`config.mk`:
```
export PLATFORM = sky130hd
export DESIGN_NAME = pa_acc_unit
export DESIGN_NICKNAME = d
export VERILOG_FILES = /design/src/hdl/pa_pkg.sv /design/src/hdl/pa_acc_unit.sv
export SDC_FILE = /design/constraint.sdc
export NUM_CORES = 1
export LEC_CHECK = 0
export CAP_MARGIN = 25
export CORE_MARGIN = 1.5
export CORE_UTILIZATION = 49
export DETAILED_ROUTE_END_ITERATION = 10
export DONT_BUFFER_PORTS = 1
export PLACE_DENSITY_LB_ADDON = 0.12
export REMOVE_ABC_BUFFERS = 1
export SLEW_MARGIN = 10
export SYNTH_ARGS = -nofsm -noshare
export SYNTH_HDL_FRONTEND = slang
export SYNTH_SLANG_ARGS = --single-unit
```
`constraint.sdc`:
```
create_clock -name vclk -period 3.5
set_input_delay 0.525 -clock vclk [all_inputs]
set_output_delay 0.525 -clock vclk [all_outputs]
set_load 0.1 [all_outputs]
```
`src/hdl/pa_pkg.sv`:
```
// Shared types and constants of the preferential attachment graph builder.
package pa_pkg;

    localparam int DEG_W      = 16;
    localparam int RAND_BITS  = 16;
    localparam int NODE_CNT_W = 11;
    localparam int LINKS_W    = 5;
    localparam int NODE_ID_W  = 10;
    localparam int CFG_ADDR_W = 3;

    localparam logic [NODE_CNT_W-1:0] NODE_COUNT_RST = 11'd10;
    localparam logic [LINKS_W-1:0]    LINKS_RST      = 5'd4;

    // register index, taken from paddr[2]
    localparam logic REG_NODE_COUNT = 1'b0;
    localparam logic REG_LINKS      = 1'b1;

    localparam logic KIND_START = 1'b0;
    localparam logic KIND_DRAW  = 1'b1;

    typedef struct packed {
        logic                 kind;
        logic [RAND_BITS-1:0] random_word;
    } in_item_t;

    typedef struct packed {
        logic                 edge_valid;
        logic [NODE_ID_W-1:0] new_node;
        logic [NODE_ID_W-1:0] target_node;
        logic                 done_res;
    } out_item_t;

endpackage

```
`src/hdl/pa_acc_unit.sv`:
```
// Shared adder and compare unit: running degree sum and degree increments.
module pa_acc_unit (
    input  logic [pa_pkg::DEG_W:0]     a,
    input  logic [pa_pkg::DEG_W-1:0]   b,
    input  logic [pa_pkg::DEG_W-1:0]   limit,
    output logic [pa_pkg::DEG_W:0]     sum,
    output logic                       gt
);

    // sum never overflows: a stays at or below limit while walking
    assign sum = a + (pa_pkg::DEG_W+1)'(b);
    assign gt  = sum > (pa_pkg::DEG_W+1)'(limit);

endmodule

```
# == Word-level counts from Yosys, hierarchy flattened ==
# Index checks and enable logic that the tools add are counted.
# classes
addsub,1
order_cmp,1
# op_table
op,n
adder 17 x 16 -> 17 bit,1
greater-than comparator 17 x 16 -> 1 bit,1
# word_totals
register_bits,0
input_bits,49
out_inout_bits,18

# == Longest topological paths before layout ==
# depth
ltp_word,2
mapped_depth,16

# == Worst setup path before layout ==
# Ideal clock, no wire load.
# synth_timing
path_type,in2out
from,in a[0] in the netlist's numbering
to,out gt
arrival_ns,5.295
t_required_ns,2.975
path_slack_ns,-2.320
cell_stages,16
path_cell_list,ha_1 > inv_1 > fa_1 > and2b_1 > o31a_1 > o221a_2 > o21ai_2 > a21oi_1 > xnor2_1 > ha_1 > nand4_1 > nor2_1 > nand2_1 > o21ai_0 > o221ai_1 > o21ai_1
# synth_via
elab_chain_cells,2
# synth_lines
element,line,source
from (decl),pa_acc_unit.sv:3,"input logic [pa_pkg::DEG_W:0] a,"
adder 17 x 16 -> 17 bit,pa_acc_unit.sv:11,assign sum = a + (pa_pkg::DEG_W+1)'(b);
"via sum, one bit",pa_acc_unit.sv:6,"output logic [pa_pkg::DEG_W:0] sum,"
greater-than comparator 17 x 16 -> 1 bit,pa_acc_unit.sv:12,assign gt = sum > (pa_pkg::DEG_W+1)'(limit);
to (decl),pa_acc_unit.sv:7,output logic gt
# The timed path passes the listed nets, and every way through them passes these cells.

# == Worst setup path after layout ==
# layout_timing
from,in a[0] in the netlist's numbering
to,out gt
# layout_via
elab_chain_cells,2
# layout_lines
element,line
adder 17 x 16 -> 17 bit,pa_acc_unit.sv:11
greater-than comparator 17 x 16 -> 1 bit,pa_acc_unit.sv:12
# No other way between the ends.

==> run_results.csv <==
group,metric,value,unit
global_route,grt_pass1_wl,5.53,mm
global_route,grt_max_degree,8,
layout,fillers,189,
placed_design,place_area,1770,µm²
route,viasPerCell,5.67,
logic_synthesis,seq_area_frac_synth,0,
route,drc_errors,0,
worst_setup_path,startpoint_type,"primary input",
logic_synthesis,synthDistinctLibCells,40,
layout,nClkBuffers,0,
worst_setup_path,crit_type,"in -> out",
layout,seq_cell_count,0,
die,initial_core_util,0.510,
worst_hold_path,hp-class,"in -> out",
layout,antenna_cells,0,
power,powerDensity,426,nW/µm²
die,io_pins,67,
die,die_w,53.3,µm
global_route,grt_pass1_vias,1335,
logic_synthesis,synth_area_leaders,"ha_1 (32%), a21oi_1 (6.9%), inv_1 (6.7%), xnor2_1 (4.9%), a21o_1 (4.8%)",
die,rows,18,
worst_setup_path,critPathRequiredTime,2.97,ns
sta,rsz0062_at_grt,"true",
sta,setup_slack,-0.358,ns
logic_synthesis,avgSynthCellArea,7.34,µm²
layout,final_cell_area,1820,µm²
sta,hold_ws,1.45,ns
layout,seq_area,0,µm²
placed_design,port_buffers,0,
outcome,violations,"negative setup slack",
job,max_cap_viol_count,0,
logic_synthesis,yosys.area.top_type,"ha_1",
clock_network,post_cts_buffers,0,
layout,mostFrequentLayoutCells,"buf_4 (48), ha_1 (31), inv_1 (21), a21oi_1 (14), nor2_1 (9)",
layout,area_delta_synth_final,46.9,%
route,wl,3.50,mm
placed_design,place.gp.congestion,0.832,
route,first_iter_violations,24,
worst_setup_path,worstPathArrival,3.33,ns
worst_setup_path,cp-end-kind,"output port",
sta,hold_viol,0,
sta,final.period_utilization,1.10,
die,die_h,53.3,µm
sta,finalMaxSlewViolations,0,
global_route,antenna_found_initial,0,
sta,max_freq,259,MHz
global_route,grt.total_usage,0.256,
layout,final_nets,302,
die,core_area,2430,µm²
route,wl_per_cell,14.1,µm
layout,final_common_cell,"buf_4",
power,power.leakage,0.969,nW
power,ir_drop,0.000431,V
sta,worst_pin_slew,0.317,ns
die,die_area,2840,µm²
logic_synthesis,yosys_warnings,0,
logic_synthesis,syn_area,1240,µm²
route,vias,1406,
placed_design,hpwlAfterDp,3.02,mm
route,first_pass_iters,4,
sta,setup_violations,1,
worst_setup_path,path_max_fanout,4,
layout,layout-drive-gt1-share,0.390,
route,antenna_left,0,
sta,fin_crit,3.86,ns
power,p_total,0.000776,W
clock_network,ctsHoldBuffers,0,
global_route,globalRouteOverflowTotal,0,
sta,slew_headroom,0.787,
outcome,outcome,"finished, violations left",
logic_synthesis,synth.top_cell.area_share,0.323,
layout,utilization,0.749,
sta,finalSetupTns,-0.358,ns
logic_synthesis,synthCells,169,
-- final timing paths --
| kind | start | endpoint | slack (ns) | cells after the start |
|---|---|---|---|---|
| max | a[0] | gt | -0.36 | 17 |
| min | b[0] | sum[0] | 1.45 | 2 |
-- per-layer routing --
metal,vias to the layer above,GRT usage,wire length (µm)
met5,-,0,0
met4,0,0,0
met3,0,0.00565,160
met2,53,0.504,1810
met1,643,0.321,1540
li1,710,-,-
-- cell families after synthesis --
group / share of synthesized area
xor gates and xnor gates: 0.0848
and+or+nand+nor: 0.186
AOI/OAI and AO/OA: 0.316
adders and majority gates: 0.339
muxes: 0.00807
buffers and inverters: 0.0666
-- per-stage QoR --
step                      worst slack, ns  cells
after floorplan                     -2.32    169
after detailed placement           -0.566    248
after CTS                          -0.372    248
after global placement             -0.459    248
final                              -0.358    248
after global routing               -0.506    248
-- Yosys cell counts, types with 2 or more instances --
library cell	count
a311oi_2	2
and2_1	2
ha_1	32
a21oi_1	17
xor2_1	5
nor2_1	13
a21oi_2	2
or3_1	2
nand4_1	3
nand2_1	8
nand3_1	6
xnor2_1	7
nor3_1	2
a21o_1	8
or2_2	2
o21ai_0	10
o21a_1	4
inv_1	22
-- where the power goes --
| part | internal [W] | switching [W] | leakage [nW] |
|---|---|---|---|
| Combinational | 0.000248 | 0.000528 | 0.969 |
| Clock | 0 | 0 | 0 |
| Sequential | 0 | 0 | 0 |
-- final cells by class --
type                            count  area (µm²)  area share
Multi-Input combinational cell    147        1320       0.725
Timing Repair Buffer               49         380       0.209
Inverter                           22        82.6      0.0453
Tap cell                           30        37.5      0.0206
-- critical path, cell delays in order --
cell,delay [ns]
ha_4,0.14
inv_2,0.05
fa_2,0.19
and2b_1,0.19
o31a_1,0.26
o221a_4,0.28
o21ai_4,0.15
nand2b_1,0.11
xor2_2,0.17
ha_1,0.32
nand4_1,0.09
nor2_2,0.05
a211oi_1,0.18
o21ai_1,0.11
o221ai_2,0.21
o21ai_2,0.11
buf_12,0.18
-- repair_timing --
action	4_1_cts	5_1_grt
endpoints found under the setup margin	1	1
gates resized for setup	12	3
pin swaps	4	6
No activity file was read; power rests on OpenSTA's default activity.
